--- src/sv/skt_pkg.sv ---
// shared types, constants and helpers for the k-th largest tracker
// no dependencies; used by every module of the block
package skt_pkg;

  localparam int unsigned MaxK  = 64;
  localparam int unsigned CntW  = $clog2(MaxK + 1);
  localparam int unsigned DataW = 16;
  localparam int unsigned RankW = 7;

  typedef logic [CntW-1:0]         count_t;
  typedef logic signed [DataW-1:0] data_t;
  typedef logic [RankW-1:0]        rank_t;

  // controller to datapath
  typedef struct packed {
    logic load;   // item transfer: update the store and the result register
    logic clear;  // rank write: take the new rank and empty the store
  } dp_cmd_t;

  // datapath to controller
  typedef struct packed {
    logic store_full;  // k values currently held
  } dp_status_t;

  // rank zero acts as one, ranks above capacity act as capacity
  function automatic count_t eff_k(rank_t rank);
    int unsigned r;
    r = 32'(rank);
    if (r == 0) begin
      r = 1;
    end
    if (r > MaxK) begin
      r = MaxK;
    end
    return CntW'(r);
  endfunction

endpackage

--- src/sv/streaming_kth_largest_tracker_core.sv ---
// top level of the streaming k-th largest tracker
// depends on skt_pkg, skt_ctrl and skt_datapath
//
//   channel  | direction | handshake              | payload
//   ---------+-----------+------------------------+---------------------------
//   in       | input     | in_valid_i / in_stall_o  | sample_i (16b signed)
//   out      | output    | out_valid_o / out_stall_i| kth_value_o, full_res_o
//   cfg      | input     | cfg_we_i                 | cfg_wdata_i (rank, 7b)
//
// one item per cycle while the input is not stalled: the whole sorted row compares and shifts together,
// and the result is in the output register in the cycle after the transfer
// reset: rank 1, store empty, no result held
// a rank write empties the store at once; there is no clearing pass
// the input stalls only while a result is held and the output stalls
module streaming_kth_largest_tracker_core (
  input  logic                 clk_i,
  input  logic                 rst_ni,
  input  logic                 in_valid_i,
  output logic                 in_stall_o,
  input  skt_pkg::data_t       sample_i,
  output logic                 out_valid_o,
  input  logic                 out_stall_i,
  output skt_pkg::data_t       kth_value_o,
  output logic                 full_res_o,
  input  logic                 cfg_we_i,
  input  skt_pkg::rank_t       cfg_wdata_i
);

  skt_pkg::dp_cmd_t    cmd;
  skt_pkg::dp_status_t status;

  skt_ctrl u_ctrl (
    .clk_i       (clk_i),
    .rst_ni      (rst_ni),
    .in_valid_i  (in_valid_i),
    .in_stall_o  (in_stall_o),
    .out_valid_o (out_valid_o),
    .out_stall_i (out_stall_i),
    .cfg_we_i    (cfg_we_i),
    .status_i    (status),
    .cmd_o       (cmd)
  );

  skt_datapath u_datapath (
    .clk_i        (clk_i),
    .rst_ni       (rst_ni),
    .cmd_i        (cmd),
    .rank_wdata_i (cfg_wdata_i),
    .sample_i     (sample_i),
    .status_o     (status),
    .kth_value_o  (kth_value_o),
    .full_res_o   (full_res_o)
  );

endmodule

--- src/sv/skt_ctrl.sv ---
// handshake controller: result register occupancy, stall and datapath commands
// depends on skt_pkg
module skt_ctrl (
  input  logic                clk_i,
  input  logic                rst_ni,
  input  logic                in_valid_i,
  output logic                in_stall_o,
  output logic                out_valid_o,
  input  logic                out_stall_i,
  input  logic                cfg_we_i,
  input  skt_pkg::dp_status_t status_i,
  output skt_pkg::dp_cmd_t    cmd_o
);

  localparam logic StEmpty = 1'b0;
  localparam logic StHold  = 1'b1;

  logic state_q, state_d;
  logic accept;

  // a new item may enter whenever the held result leaves in the same cycle
  assign in_stall_o  = (state_q == StHold) && out_stall_i;
  assign accept      = in_valid_i && !in_stall_o;
  assign out_valid_o = (state_q == StHold);

  always_comb begin
    state_d = state_q;
    unique case (state_q)
      StEmpty: begin
        if (accept) begin
          state_d = StHold;
        end
      end
      StHold: begin
        if (accept) begin
          state_d = StHold;
        end else if (!out_stall_i) begin
          state_d = StEmpty;
        end
      end
      default: state_d = StEmpty;
    endcase
  end

  always_ff @(posedge clk_i or negedge rst_ni) begin
    if (!rst_ni) begin
      state_q <= StEmpty;
    end else begin
      state_q <= state_d;
    end
  end

  // status is informational here; the store decides its own update
  logic unused_status;
  assign unused_status = status_i.store_full;

  always_comb begin
    cmd_o.load  = accept;
    cmd_o.clear = cfg_we_i;
  end

endmodule

--- src/sv/skt_datapath.sv ---
// sorted row of held values with parallel compare-and-shift insertion,
// rank register, fill count and result register; depends on skt_pkg
module skt_datapath (
  input  logic                 clk_i,
  input  logic                 rst_ni,
  input  skt_pkg::dp_cmd_t     cmd_i,
  input  skt_pkg::rank_t       rank_wdata_i,
  input  skt_pkg::data_t       sample_i,
  output skt_pkg::dp_status_t  status_o,
  output skt_pkg::data_t       kth_value_o,
  output logic                 full_res_o
);

  localparam int unsigned N = skt_pkg::MaxK;

  skt_pkg::rank_t  rank_q;
  skt_pkg::count_t count_q, count_d;
  skt_pkg::count_t k_eff;
  skt_pkg::data_t  cell_q [N];
  skt_pkg::data_t  cell_d [N];
  skt_pkg::data_t  kth_q, kth_d;
  logic            full_q, full_d;

  logic [N-1:0] keep;   // cell stays put when inserting while filling
  logic [N-1:0] keepw;  // cell takes its upper neighbour when replacing the minimum
  logic         store_full;
  logic         replace;
  logic         cell_we;

  assign k_eff      = skt_pkg::eff_k(rank_q);
  assign store_full = (count_q >= k_eff);
  assign replace    = store_full && (cell_q[0] < sample_i);
  assign cell_we    = cmd_i.load && (!store_full || replace);
  assign status_o.store_full = store_full;

  for (genvar i = 0; i < N; i++) begin : g_flag
    assign keep[i] = (skt_pkg::CntW'(i) < count_q) && !(cell_q[i] > sample_i);
    if (i < N - 1) begin : g_up
      assign keepw[i] = (skt_pkg::CntW'(i + 1) < count_q) && !(cell_q[i+1] > sample_i);
    end else begin : g_top
      assign keepw[i] = 1'b0;
    end
  end

  for (genvar i = 0; i < N; i++) begin : g_cell
    if (i == 0) begin : g_first
      if (N > 1) begin : g_multi
        always_comb begin
          if (!store_full) begin
            cell_d[i] = keep[i] ? cell_q[i] : sample_i;
          end else begin
            cell_d[i] = keepw[i] ? cell_q[i+1] : sample_i;
          end
        end
      end else begin : g_single
        always_comb begin
          cell_d[i] = keep[i] ? cell_q[i] : sample_i;
        end
      end
    end else if (i < N - 1) begin : g_mid
      always_comb begin
        if (!store_full) begin
          if (keep[i]) begin
            cell_d[i] = cell_q[i];
          end else if (keep[i-1]) begin
            cell_d[i] = sample_i;
          end else begin
            cell_d[i] = cell_q[i-1];
          end
        end else begin
          if (keepw[i]) begin
            cell_d[i] = cell_q[i+1];
          end else if (keepw[i-1]) begin
            cell_d[i] = sample_i;
          end else begin
            cell_d[i] = cell_q[i];
          end
        end
      end
    end else begin : g_last
      always_comb begin
        if (!store_full) begin
          if (keep[i]) begin
            cell_d[i] = cell_q[i];
          end else if (keep[i-1]) begin
            cell_d[i] = sample_i;
          end else begin
            cell_d[i] = cell_q[i-1];
          end
        end else begin
          cell_d[i] = keepw[i-1] ? sample_i : cell_q[i];
        end
      end
    end

    always_ff @(posedge clk_i) begin
      if (cell_we) begin
        cell_q[i] <= cell_d[i];
      end
    end
  end

  always_comb begin
    count_d = count_q;
    if (cmd_i.clear) begin
      count_d = '0;
    end else if (cmd_i.load && !store_full) begin
      count_d = count_q + skt_pkg::CntW'(1);
    end
  end

  always_comb begin
    kth_d  = cell_we ? cell_d[0] : cell_q[0];
    full_d = store_full || ((count_q + skt_pkg::CntW'(1)) == k_eff);
  end

  always_ff @(posedge clk_i or negedge rst_ni) begin
    if (!rst_ni) begin
      rank_q  <= skt_pkg::RankW'(1);
      count_q <= '0;
    end else begin
      if (cmd_i.clear) begin
        rank_q <= rank_wdata_i;
      end
      count_q <= count_d;
    end
  end

  always_ff @(posedge clk_i) begin
    if (cmd_i.load) begin
      kth_q  <= kth_d;
      full_q <= full_d;
    end
  end

  assign kth_value_o = kth_q;
  assign full_res_o  = full_q;

endmodule

--- config.mk ---
export PLATFORM = sky130hd
export DESIGN_NAME = streaming_kth_largest_tracker_core
export DESIGN_NICKNAME = d
export VERILOG_FILES = /design/src/sv/skt_pkg.sv /design/src/sv/streaming_kth_largest_tracker_core.sv /design/src/sv/skt_ctrl.sv /design/src/sv/skt_datapath.sv
export SDC_FILE = /design/constraint.sdc
export NUM_CORES = 2
export LEC_CHECK = 0
export BUFFER_PORTS_ARGS = -buffer_cell sky130_fd_sc_hd__buf_2
export CORE_ASPECT_RATIO = 1.25
export CORE_MARGIN = 8
export CORE_UTILIZATION = 50
export DETAILED_ROUTE_END_ITERATION = 10
export PLACE_DENSITY = 0.61
export SLEW_MARGIN = 5
export SYNTH_ARGS = -nofsm -noshare
export SYNTH_HDL_FRONTEND = slang
export SYNTH_HIERARCHICAL = 1
export SYNTH_SLANG_ARGS = --single-unit
export TNS_END_PERCENT = 20
--- constraint.sdc ---
create_clock -name clk_i -period 56.3 [get_ports clk_i]
set_clock_uncertainty 0.1 [all_clocks]
set_input_delay 8.445 -clock clk_i [delete_from_list [all_inputs] [get_ports clk_i]]
set_output_delay 8.445 -clock clk_i [all_outputs]
set_load 0.005 [all_outputs]
==> run_summary.xml <==
<?xml version="1.0" encoding="UTF-8"?>
<metrics>
  <group name="clocking">
    <metric name="clockBufferDepth" unit="">3</metric>
    <metric name="clkLatencyLatePin" unit="ns">0.79</metric>
    <metric name="ctsRootBufferMaster" unit="">sky130_fd_sc_hd__clkbuf_16</metric>
    <metric name="cts-buffers-inserted" unit="">133</metric>
    <metric name="clock-sinks" unit="">1056</metric>
    <metric name="hold_buffers" unit="">0</metric>
    <metric name="cts-resized-gates" unit="">0</metric>
    <metric name="postCtsSetupRepairBufs" unit="">0</metric>
    <metric name="cts.reportedPaths.clkPinSlew" unit="ns">0.06</metric>
    <metric name="cts.htree.levels" unit="">4</metric>
    <metric name="cts_tree" unit="">done</metric>
  </group>
  <group name="placed_design">
    <metric name="io_buffers" unit="">46</metric>
    <metric name="gp_routability_congestion" unit="">0.9196</metric>
    <metric name="dp_hpwl" unit="mm">209.5</metric>
  </group>
  <group name="sta">
    <metric name="worst_slew_margin_rel" unit="%">13.67</metric>
    <metric name="hold_viol" unit="">0</metric>
    <metric name="grt_setup_unrepaired" unit="">no</metric>
    <metric name="max_slew.worst_pin.slew" unit="ns">1.292</metric>
    <metric name="final-setup-viol-count" unit="">0</metric>
    <metric name="maxClockFrequency" unit="GHz">0.05688</metric>
    <metric name="timing_max_transition_violations_final" unit="">0</metric>
    <metric name="fin_tns_setup" unit="ns">0</metric>
    <metric name="whs" unit="ns">0.4441</metric>
    <metric name="final_clock_period_utilization_by_the_worst_path" unit="%">31.23</metric>
    <metric name="finalWorstPathRequiredPeriod" unit="ns">17.58</metric>
  </group>
  <group name="logic_synthesis">
    <metric name="synth_top_area_share" unit="%">34.64</metric>
    <metric name="synth.ff_latch_count" unit="">1056</metric>
    <metric name="synth_edf_count" unit="">1041</metric>
    <metric name="synth_cell_types" unit="">97</metric>
    <metric name="yosys_warnings" unit="">6</metric>
    <metric name="synth-main-ff-cell" unit="">sky130_fd_sc_hd__edfxtp_1</metric>
    <metric name="post_synth_instance_area" unit="um^2">90230</metric>
    <metric name="ys_seq_area_share" unit="%">35.06</metric>
    <metric name="synth.area.top_cells" unit="">sky130_fd_sc_hd__edfxtp_1 (35%), sky130_fd_sc_hd__ha_1 (14%), sky130_fd_sc_hd__o21ai_0 (6.0%)</metric>
    <metric name="yosys.area.top_type" unit="">sky130_fd_sc_hd__edfxtp_1</metric>
    <metric name="proportion_of_register_bits_with_asynchronous_set_or_reset_after_synthesis" unit="%">1.420</metric>
    <metric name="syn_nets" unit="">10810</metric>
    <metric name="syn-instance-count" unit="">9752</metric>
    <metric name="postSynthAreaPerCell" unit="um^2">9.253</metric>
  </group>
  <group name="final_layout">
    <metric name="fillerInstances" unit="">16410</metric>
    <metric name="final_layout_size_suffix_gt1_share" unit="%">8.082</metric>
    <metric name="nets" unit="">10390</metric>
    <metric name="final_cell_mix" unit="">sky130_fd_sc_hd__o21ai_0 (1078), sky130_fd_sc_hd__edfxtp_1 (1041), sky130_fd_sc_hd__ha_1 (1032)</metric>
    <metric name="final_common_cell" unit="">sky130_fd_sc_hd__o21ai_0</metric>
    <metric name="final_cell_utilization_of_the_core" unit="%">53.65</metric>
    <metric name="areaGrowthSynthToFinish" unit="%">6.786</metric>
  </group>
  <group name="floorplanning">
    <metric name="ioPinCount" unit="">47</metric>
    <metric name="die_height" unit="um">491.0</metric>
    <metric name="core_area" unit="um^2">179600</metric>
    <metric name="initial_utilization" unit="%">50.24</metric>
    <metric name="core.rowCount" unit="">174</metric>
    <metric name="fp.dieArea" unit="um^2">194400</metric>
    <metric name="fp.dieW" unit="um">396.0</metric>
  </group>
  <group name="drt">
    <metric name="detail_route.drc_violations" unit="">0</metric>
    <metric name="detailedRoute.firstPassIterationCount" unit="">7</metric>
    <metric name="routed_antenna_nets" unit="">0</metric>
    <metric name="routed_wl" unit="mm">316.6</metric>
    <metric name="drt_first_iter_violations" unit="">8063</metric>
    <metric name="routed_length_per_instance" unit="um">26.81</metric>
    <metric name="route.vias.total" unit="">81180</metric>
    <metric name="vias_per_cell" unit="">6.875</metric>
  </group>
  <group name="worst_setup_path">
    <metric name="cp.arrival" unit="ns">9.04</metric>
    <metric name="worstSetupPathType" unit="">primary input to output port</metric>
    <metric name="critPathLaunchType" unit="">primary input</metric>
    <metric name="required" unit="ns">47.76</metric>
    <metric name="critical_path.endpoint_type" unit="">output port</metric>
    <metric name="reg2regPathDepth" unit="">14</metric>
    <metric name="worst-path-max-fanout" unit="">3</metric>
  </group>
  <group name="global_routing">
    <metric name="largest_net_degree_at_the_start_of_global_routing" unit="">202</metric>
    <metric name="number_of_antenna_violations_at_the_first_check_in_global_routing" unit="">13</metric>
    <metric name="grt_pass1_wl" unit="mm">472.5</metric>
    <metric name="gr-usage-all-layers" unit="%">30.69</metric>
    <metric name="grt-ovfl-total" unit="">0</metric>
    <metric name="first_global_vias" unit="">77920</metric>
  </group>
  <group name="power_and_ir_drop">
    <metric name="powerDensity" unit="nW/um^2">27.32</metric>
    <metric name="worst_vdd_drop" unit="uV">32.75</metric>
    <metric name="power_leakage" unit="nW">38.72</metric>
  </group>
  <group name="job">
    <metric name="timing.max_cap.violations" unit="">0</metric>
  </group>
  <group name="status">
    <metric name="outcome" unit="">complete, no violations</metric>
  </group>
  <group name="worst_hold_path">
    <metric name="min-delay-path-class" unit="">register to register</metric>
    <metric name="hold_path_depth" unit="">1</metric>
  </group>
</metrics>
layout make-up:
| type | count | area (um^2) | share of cell area (%) |
|---|---|---|---|
| clock buffers | 173 | 3593 | 3.729 |
| diodes | 4 | 10.01 | 0.01039 |
| repair buffers | 221 | 1675 | 1.739 |
| multi-input cells | 7783 | 55360 | 57.46 |
| well taps | 2376 | 2973 | 3.085 |
| flip-flops and latches | 1056 | 31640 | 32.83 |
| clock inverters | 56 | 494.2 | 0.5129 |
| inverters | 139 | 611.8 | 0.6350 |
sequential cells by signal, indices dropped and copies added (netlist names):
name and count:
u_datapath/rank_q 7, u_datapath/cell_q 1024, u_ctrl/out_valid_o 1, u_datapath/kth_value_o 16, u_datapath/full_res_o 1, u_datapath/count_q 7
kinds of logic (layout without fill, tap and decap cells):
family | after synthesis | count (layout) | share of synthesized area [%]
compound gates | 3924 | 3924 | 28.63
simple gates | 2255 | 2255 | 11.38
flops | 1056 | 1056 | 35.06
fa+ha+maj | 1032 | 1032 | 14.31
buf+inv | 913 | 589 | 4.060
mux | 560 | 560 | 6.449
xor+xnor | 12 | 12 | 0.1165
other cells | 0 | 4 | 0
cells in the mapped netlist, drive strengths merged, types with 45 or more instances:
master   count
a211o       67
a211oi     137
a21o       207
a21oi      817
a22o       147
a311oi      45
a31o        59
a31oi      100
a32o        51
buf        144
clkbuf     630
edfxtp    1041
ha        1032
inv        137
mux2       171
mux2i      389
nand2      729
nand3      115
nand4      222
nor2       793
nor2b       70
nor3        59
o211a      103
o211ai     196
o21a        97
o21ai     1110
o22ai      225
o2bb2ai    231
o31ai       81
o32ai       50
or2         47
metrics by stage:
stage,power [W],worst slack [ns],instance area [um^2],instances
3_3_place_gp,0.001755,38.73,92260,11580
4_1_cts,0.002633,38.75,96340,11800
3_5_place_dp,0.001783,38.75,92260,11580
5_1_grt,0.002749,38.71,96350,11810
6_report,0.002633,38.72,96360,11810
2_1_floorplan,0.001611,23.50,90230,9752
where the power goes:
part | internal (W) | total, W | switching [W]
clock network | 0.000488 | 0.000849 | 0.000361
logic | 0.000271 | 0.000693 | 0.000422
registers | 0.00100 | 0.00109 | 0.0000891
worst paths after layout:
kind | start | endpoint | slack [ns]
min | u_datapath/rank_q[3]$_DFFE_PN0P_ | u_datapath/rank_q[3]$_DFFE_PN0P_ | 0.44
max in group asynchronous | rst_ni | u_datapath/rank_q[0]$_DFFE_PN1P_ | 48.28
min reg2reg | u_datapath/rank_q[3]$_DFFE_PN0P_ | u_datapath/rank_q[3]$_DFFE_PN0P_ | 0.44
min in group asynchronous | rst_ni | u_datapath/rank_q[2]$_DFFE_PN0P_ | 7.49
max reg2reg | u_datapath/rank_q[1]$_DFFE_PN0P_ | u_datapath/cell_q[0][458]$_DFFE_PP_ | 49.57
max | out_stall_i | in_stall_o | 38.72
critical path: stages:
cell,delay [ns]
sky130_fd_sc_hd__buf_2,0.11
sky130_fd_sc_hd__and2_1,0.30
sky130_fd_sc_hd__buf_2,0.18
metal layers:
layer | wire (um) | global-route usage, %
met1 | 125200 | 38.38
met2 | 148800 | 50.82
met3 | 23080 | 4.711
met4 | 19430 | 16.68
met5 | 35 | 0
No activity file was read; power rests on OpenSTA's default activity.
